`config.mk`:
```
export PLATFORM = sky130hd
export DESIGN_NAME = multi_pin_latching_debouncer
export DESIGN_NICKNAME = d
export VERILOG_FILES = /design/src/rtl/mpld_pkg.sv /design/src/rtl/mpld_pin_bank.sv /design/src/rtl/multi_pin_latching_debouncer.sv
export SDC_FILE = /design/constraint.sdc
export NUM_CORES = 1
export LEC_CHECK = 0
export ABC_AREA = 1
export BUFFER_PORTS_ARGS = -buffer_cell sky130_fd_sc_hd__buf_4
export CELL_PAD_IN_SITES_DETAIL_PLACEMENT = 1
export CELL_PAD_IN_SITES_GLOBAL_PLACEMENT = 2
export CORE_MARGIN = 2
export CORE_UTILIZATION = 35
export CTS_BUF_LIST = sky130_fd_sc_hd__clkbuf_8
export DETAILED_ROUTE_END_ITERATION = 10
export GPL_TIMING_DRIVEN = 0
export PLACE_DENSITY_LB_ADDON = 0.05
export SYNTH_ARGS = -nofsm -noshare
export SYNTH_HDL_FRONTEND = slang
export SYNTH_SLANG_ARGS = --single-unit
```
`constraint.sdc`:
```
create_clock -name clock -period 7.1 [get_ports clock]
set_input_delay 0.355 -clock clock [delete_from_list [all_inputs] [get_ports clock]]
set_output_delay 0.355 -clock clock [all_outputs]
set_load 0.1 [all_outputs]
```
`src/rtl/mpld_pkg.sv`:
```
// Shared types and constants for the multi-pin latching debouncer.
`default_nettype none

package mpld_pkg;

   localparam int TICK_W      = 32;
   localparam int PIN_FIELD_W = 3;
   localparam int MASK_W      = 8;
   localparam int CSR_INDEX_W = 2;
   localparam int CSR_DATA_W  = 32;

   localparam logic [TICK_W-1:0] SETTLE_TICKS_RESET = 32'd50;

   // Item operations
   localparam logic OP_SAMPLE = 1'b0;
   localparam logic OP_CLEAR  = 1'b1;

   // Configuration register indexes
   localparam logic [CSR_INDEX_W-1:0] CSR_SETTLE_TICKS = 2'd0;
   localparam logic [CSR_INDEX_W-1:0] CSR_LATCH_MASK   = 2'd1;
   localparam logic [CSR_INDEX_W-1:0] CSR_INVERT_MASK  = 2'd2;

   typedef struct packed {
      logic                   operation;
      logic [PIN_FIELD_W-1:0] pin_index;
      logic                   raw_level;
      logic [TICK_W-1:0]      now_ticks;
   } item_type;

   typedef struct packed {
      logic [PIN_FIELD_W-1:0] out_pin;
      logic                   pressed;
      logic                   settled;
      logic                   held;
   } result_type;

endpackage

`default_nettype wire

```
`src/rtl/mpld_pin_bank.sv`:
```
// Per-pin debounce state and the read-modify-write update of one pin per item.
`default_nettype none

module mpld_pin_bank #(
   parameter int NUM_PINS = 8
) (
   input  wire logic                           clock,
   input  wire logic                           reset,
   input  wire logic                           commit,
   input  wire mpld_pkg::item_type             item,
   input  wire logic [mpld_pkg::TICK_W-1:0]    settle_ticks,
   input  wire logic [mpld_pkg::MASK_W-1:0]    latch_mask,
   input  wire logic [mpld_pkg::MASK_W-1:0]    invert_mask,
   output mpld_pkg::result_type                result
);
   import mpld_pkg::*;

   localparam int IDX_W = (NUM_PINS > 1) ? $clog2(NUM_PINS) : 1;
   localparam int EXT_W = (IDX_W > PIN_FIELD_W) ? IDX_W : PIN_FIELD_W;

   logic [NUM_PINS-1:0] stable_ff;
   logic [NUM_PINS-1:0] cand_ff;
   logic [NUM_PINS-1:0] settled_ff;
   logic [TICK_W-1:0]   mark_ff [NUM_PINS];

   logic [EXT_W-1:0]  pin_ext;
   logic [IDX_W-1:0]  idx;
   logic              in_range;

   logic              stable_in;
   logic              cand_in;
   logic              settled_in;
   logic [TICK_W-1:0] mark_in;
   logic              held;

   assign pin_ext  = EXT_W'(item.pin_index);
   assign idx      = pin_ext[IDX_W-1:0];
   assign in_range = (32'(item.pin_index) < 32'(NUM_PINS));

   always_comb begin
      logic raw;
      raw        = ~(item.raw_level ^ invert_mask[item.pin_index]);
      stable_in  = stable_ff[idx];
      cand_in    = cand_ff[idx];
      settled_in = settled_ff[idx];
      mark_in    = mark_ff[idx];
      held       = 1'b0;
      if (item.operation == OP_CLEAR) begin
         stable_in  = 1'b0;
         cand_in    = 1'b0;
         settled_in = 1'b0;
         mark_in    = '0;
      end else if (latch_mask[item.pin_index] && settled_ff[idx] && stable_ff[idx]) begin
         held = 1'b1;
      end else begin
         // lost the settled level: drop the flag and start a fresh run
         if (settled_in && (raw != stable_in)) begin
            settled_in = 1'b0;
            mark_in    = '0;
         end
         if ((raw != cand_in) || (mark_in == '0)) begin
            mark_in = item.now_ticks;
            cand_in = raw;
         end
         if ((item.now_ticks - mark_in) > settle_ticks) begin
            stable_in  = cand_in;
            settled_in = 1'b1;
            mark_in    = '0;
         end
      end
   end

   always_comb begin
      result.out_pin = item.pin_index;
      result.pressed = in_range & stable_in;
      result.settled = in_range & settled_in;
      result.held    = in_range & held;
   end

   always_ff @(posedge clock) begin
      if (reset) begin
         stable_ff  <= '0;
         cand_ff    <= '0;
         settled_ff <= '0;
         for (int i = 0; i < NUM_PINS; i++) begin
            mark_ff[i] <= '0;
         end
      end else if (commit && in_range) begin
         stable_ff[idx]  <= stable_in;
         cand_ff[idx]    <= cand_in;
         settled_ff[idx] <= settled_in;
         mark_ff[idx]    <= mark_in;
      end
   end

   a_held_means_latched: assert property (@(posedge clock) disable iff (reset)
      commit && result.held |-> result.pressed && result.settled
                                && latch_mask[item.pin_index])
      else $error("held result without a latched settled press");

   a_clear_zeroes_pin: assert property (@(posedge clock) disable iff (reset)
      commit && in_range && (item.operation == OP_CLEAR)
      |=> (stable_ff[$past(idx)] == 1'b0) && (settled_ff[$past(idx)] == 1'b0)
          && (cand_ff[$past(idx)] == 1'b0) && (mark_ff[$past(idx)] == '0))
      else $error("clear left state on the pin");

   a_state_quiet: assert property (@(posedge clock) disable iff (reset)
      !commit |=> $stable(stable_ff) && $stable(settled_ff) && $stable(cand_ff))
      else $error("pin state changed without a committed item");

endmodule

`default_nettype wire

```
`src/rtl/multi_pin_latching_debouncer.sv`:
```
// Top level: configuration registers, input register, pin bank and result register.
`default_nettype none

// Debounces a bank of NUM_PINS switch inputs one sample item at a time and
// returns one result item for each input item, in order. The block takes one
// item per cycle, back to back, as long as results are taken; a result is
// offered once its item has moved from the input register through the per-pin
// read-modify-write into the result register. Rate is set by the update of the
// addressed pin's state, written back as each item commits, so items for the
// same pin may follow each other without gaps. Pin indexes at or above
// NUM_PINS change nothing and report zero pressed, settled and held flags.
// Configuration must be written through csr_we/csr_index/csr_wdata only while
// the block is idle; the block itself does not enforce this. The state is
// ready right after reset with no clearing pass.
module multi_pin_latching_debouncer #(
   parameter int NUM_PINS = 8
) (
   input  wire logic                                clock,
   input  wire logic                                reset,

   input  wire logic                                req_valid,
   output      logic                                req_ready,
   input  wire logic                                req_operation,
   input  wire logic [mpld_pkg::PIN_FIELD_W-1:0]    req_pin_index,
   input  wire logic                                req_raw_level,
   input  wire logic [mpld_pkg::TICK_W-1:0]         req_now_ticks,

   output      logic                                rsp_valid,
   input  wire logic                                rsp_ready,
   output      logic [mpld_pkg::PIN_FIELD_W-1:0]    rsp_out_pin,
   output      logic                                rsp_pressed,
   output      logic                                rsp_settled,
   output      logic                                rsp_held,

   input  wire logic                                csr_we,
   input  wire logic [mpld_pkg::CSR_INDEX_W-1:0]    csr_index,
   input  wire logic [mpld_pkg::CSR_DATA_W-1:0]     csr_wdata
);
   import mpld_pkg::*;

   logic [TICK_W-1:0] settle_ticks_ff;
   logic [MASK_W-1:0] latch_mask_ff;
   logic [MASK_W-1:0] invert_mask_ff;

   logic       s1_valid_ff;
   item_type   s1_item_ff;
   logic       rsp_valid_ff;
   result_type rsp_ff;

   logic       advance;
   logic       req_take;
   result_type bank_result;

   assign advance   = s1_valid_ff && (!rsp_valid_ff || rsp_ready);
   assign req_ready = !s1_valid_ff || advance;
   assign req_take  = req_valid && req_ready;

   always_ff @(posedge clock) begin
      if (reset) begin
         settle_ticks_ff <= SETTLE_TICKS_RESET;
         latch_mask_ff   <= '0;
         invert_mask_ff  <= '0;
      end else if (csr_we) begin
         unique case (csr_index)
            CSR_SETTLE_TICKS: settle_ticks_ff <= csr_wdata[TICK_W-1:0];
            CSR_LATCH_MASK:   latch_mask_ff   <= csr_wdata[MASK_W-1:0];
            CSR_INVERT_MASK:  invert_mask_ff  <= csr_wdata[MASK_W-1:0];
            default: ;
         endcase
      end
   end

   // input register
   always_ff @(posedge clock) begin
      if (reset) begin
         s1_valid_ff <= 1'b0;
      end else if (req_take) begin
         s1_valid_ff <= 1'b1;
      end else if (advance) begin
         s1_valid_ff <= 1'b0;
      end
   end

   always_ff @(posedge clock) begin
      if (req_take) begin
         s1_item_ff.operation <= req_operation;
         s1_item_ff.pin_index <= req_pin_index;
         s1_item_ff.raw_level <= req_raw_level;
         s1_item_ff.now_ticks <= req_now_ticks;
      end
   end

   mpld_pin_bank #(
      .NUM_PINS (NUM_PINS)
   ) u_pin_bank (
      .clock        (clock),
      .reset        (reset),
      .commit       (advance),
      .item         (s1_item_ff),
      .settle_ticks (settle_ticks_ff),
      .latch_mask   (latch_mask_ff),
      .invert_mask  (invert_mask_ff),
      .result       (bank_result)
   );

   // result register
   always_ff @(posedge clock) begin
      if (reset) begin
         rsp_valid_ff <= 1'b0;
      end else if (advance) begin
         rsp_valid_ff <= 1'b1;
      end else if (rsp_ready) begin
         rsp_valid_ff <= 1'b0;
      end
   end

   always_ff @(posedge clock) begin
      if (advance) begin
         rsp_ff <= bank_result;
      end
   end

   assign rsp_valid   = rsp_valid_ff;
   assign rsp_out_pin = rsp_ff.out_pin;
   assign rsp_pressed = rsp_ff.pressed;
   assign rsp_settled = rsp_ff.settled;
   assign rsp_held    = rsp_ff.held;

endmodule

`default_nettype wire
```
==> summary.md <==
| Metric | Value |
|---|---|
| Outcome | `completed` |
| Crit start category | `flip-flop` |
| Number of global-route vias before repair | `17672` |
| Compound-cell area share of the yosys netlist | `0.168` |
| DRC errors left | `0` |
| Main combinational cell family by area after synthesis | `simple AND/OR/NAND/NOR gates` |
| Routed len/inst | `24.7 um` |
| Die area | `0.0580 sq mm` |
| Antenna Violating Nets Remaining | `0` |
| Final setup vio count | `0` |
| Final #Nets | `2538` |
| Total clock buffers created by CTS | `70` |
| Clock skew | `28.9 ps` |
| Peak VDD IR | `0.134 mV` |
| H-tree depth | `3` |
| Sequential area share after synthesis | `0.536` |
| Synth Warn # | `0` |
| Maximum clock path buffer count | `3` |
| Vias per inst | `5.42` |
| Number of flops mapped to enable cells by yosys | `299` |
| Crit path DAT | `7290 ps` |
| Worst Setup Path Type | `flip-flop to flip-flop` |
| Endpoint class of the critical path | `flip-flop` |
| Routed wire length | `79000 um` |
| Vias | `17363` |
| Gr usage total | `0.270` |
| Pwr dens | `284 mW/mm^2` |
| Initial Util | `0.355` |
| Drt first-iter violations | `1255` |
| DRT Pass-1 Iters | `5` |
| Slew Limit Headroom | `0.280` |
| Post-synthesis adder-cell area fraction | `0.0412` |
| Post-synth top area share | `0.457` |
| Fillers | `6332` |
| Final setup TNS | `0 ps` |
| P&R area growth vs syn | `25.4%` |
| Synth Net Count | `2264` |
| Core Area | `0.0553 sq mm` |
| Site Rows | `86` |
| Worst hold path class | `input pin to flip-flop` |
| Unique masters post-synth | `45` |
| Met2 Use GR | `0.458` |
| Io pins | `84` |
| Top Family by Delay on Critical Path | `simple AND/OR/NAND/NOR gates` |
| GRT overflow | `0` |
| CP Buf/Inv Count | `7` |
| Pre-CTS setup slack | `-2370 ps` |
| Max incr delay on CP | `540 ps` |
| Clock Latency Late Sink | `650 ps` |
| Crit. path cell count | `38` |
| # Max-Cap Violations | `0` |
| Synth Cell Area | `0.0196 sq mm` |
| M1 GR Usage | `0.360` |
| Top post-synthesis cells by count | `544 x nand2_1, 346 x a21oi_1, 299 x edfxtp_1` |
| Clk pin slew, worst setup/hold paths | `60 ps` |
| R2R cell count | `38` |
| Crit path time final | `6820 ps` |
| CTS tree | `built` |
| Max Slew Vio Count | `0` |
| XOR/XNOR share of the synthesized area | `0.0134` |
| Library cell with the largest summed area after synthesis | `edfxtp_1` |
| Die Span X | `241 um` |
| Fraction of layout cells with a size suffix above 1 | `0.191` |
| Async set-reset flop share out of synthesis | `0` |
| Fmax | `0.147 GHz` |
| Worst slew pin tran | `1080 ps` |
| CP max FO | `10` |
| Final worst setup slack | `281 ps` |
| Final worst path period share | `0.960` |
| Final core occ | `0.445` |
| Gate Count Post-Synth | `2124` |
| Clock Root Buffer | `clkbuf_8` |
| Most used cell, CP | `nand2_2` |
| First-pass GRT wire length | `114000 um` |
| Post-synthesis mux area share | `0` |
| Met3 Use GR | `0.0374` |
| Hold Violations, Final | `0` |
| Most common cell in the netlist | `nand2_1` |
| Placer Congestion | `0.831` |
| Initial antenna violation count | `1` |
| Post-Syn Area per Cell | `9.25 sq um` |
| Port bufs | `83` |
| Busiest grt layer | `met2` |
| Largest net degree at the start of global routing | `33` |
| Required time worst endpoint | `7570 ps` |
| Power after layout | `7000 uW` |
| DIE HEIGHT | `241 um` |
| Top FF cell, synth | `edfxtp_1` |
| Synth Register Bits | `376` |
| Synth Area in Simple Gates | `0.186` |
| CP max stage cell | `edfxtp_1` |
| Hold path depth | `3` |
| Sink Count | `376` |
| Pleak | `0.00952 uW` |
| DP HPWL | `54700 um` |
| Synth top area cells | `edfxtp_1 46%, nand2_1 10%, a21oi_1 8.8%` |
placed cells by master, fill, tap and decap left out, types with 9 or more instances in the layout:
cell	instances
edfxtp_1	299
xnor2_1	11
nand3_4	31
clkbuf_1	47
o21ai_0	70
a21oi_2	34
ha_1	58
buf_2	11
a22o_1	23
dfxtp_1	77
a21oi_1	310
buf_12	9
xor2_1	17
clkbuf_2	17
nand3_2	34
dlygate4sd3_1	68
clkbuf_8	77
nor2_1	44
nand3_1	93
clkinv_1	19
buf_4	123
o22ai_1	23
nand2_2	24
clkbuf_4	17
a31oi_1	71
nand2_1	519
inv_1	183
o21ai_1	10
sequential cells by signal, indices dropped and copies added (netlist names), named ones only:
signal	count
rsp_settled	1
s1_valid_ff	1
u_pin_bank.cand_ff	8
rsp_pressed	1
u_pin_bank.stable_ff	8
invert_mask_ff	8
rsp_out_pin	3
rsp_valid	1
latch_mask_ff	8
s1_item_ff	37
rsp_held	1
u_pin_bank.settled_ff	8
settle_ticks_ff	32
u_pin_bank.mark_ff	256
per-stage QoR:
stage	instance area, sq um	hold slack [ps]	std cells
6_report	24600	52.9	3201
5_1_grt	24600	61.6	3201
4_1_cts	23900	2.69	3167
3_5_place_dp	21400	457	2964
3_3_place_gp	21200	454	2955
2_1_floorplan	19600	424	2124
worst min-delay path: cells and delay by family:
kind	cells	cell delay, ps
buffers and inverters	1	70
AOI/OAI and AO/OA	2	200
layout make-up:
type,instances,area [sq um],area share
Sequential cell,376,10500,0.427
Multi-Input combinational cell,1467,8620,0.350
Timing Repair Buffer,203,1900,0.0774
Clock buffer,74,1020,0.0414
Tap cell,748,936,0.0380
Buffer,110,696,0.0283
Inverter,170,646,0.0262
Clock inverter,52,272,0.0110
Antenna cell,1,2.50,0.000102
path summary, 6_finish.rpt:
kind | start | slack, ps | end
max | s1_item_ff[35]$_DFFE_PP_ | 280 | u_pin_bank.mark_ff[5][9]$_SDFFCE_PN0P_
min | csr_wdata[29] | 50 | settle_ticks_ff[29]$_SDFFE_PP0P_
max reg2reg | s1_item_ff[35]$_DFFE_PP_ | 280 | u_pin_bank.mark_ff[5][9]$_SDFFCE_PN0P_
min reg2reg | settle_ticks_ff[23]$_SDFFE_PP0P_ | 460 | settle_ticks_ff[23]$_SDFFE_PP0P_
repair_timing:
item,4_1_cts,5_1_grt
hold buffers,68,0
resized for setup,166,108
setup buffers,10,28
pin swaps,12,50
cloned,0,5
endpoints found under the hold margin,78,0
endpoints found under the setup margin,274,274
cell families (layout without fill, tap and decap cells):
kind of cell,after synthesis,after routing
other cells,0,1
compound gates,593,593
flops,376,376
buf+inv,281,609
simple gates,780,780
fa+ha+maj,64,64
xor+xnor,30,30
where the power goes:
| group | internal (uW) | switching, uW |
|---|---|---|
| Combinational | 908 | 1570 |
| Clock | 1040 | 976 |
| Sequential | 2470 | 35.8 |
| Total | 4420 | 2580 |
per-layer routing:
metal | wire length, um | share of wire
met1 | 34200 | 0.43
met2 | 38200 | 0.48
met3 | 4880 | 0.062
met4 | 1730 | 0.022
met5 | 0 | 0
(Power assumes the default switching activity.)
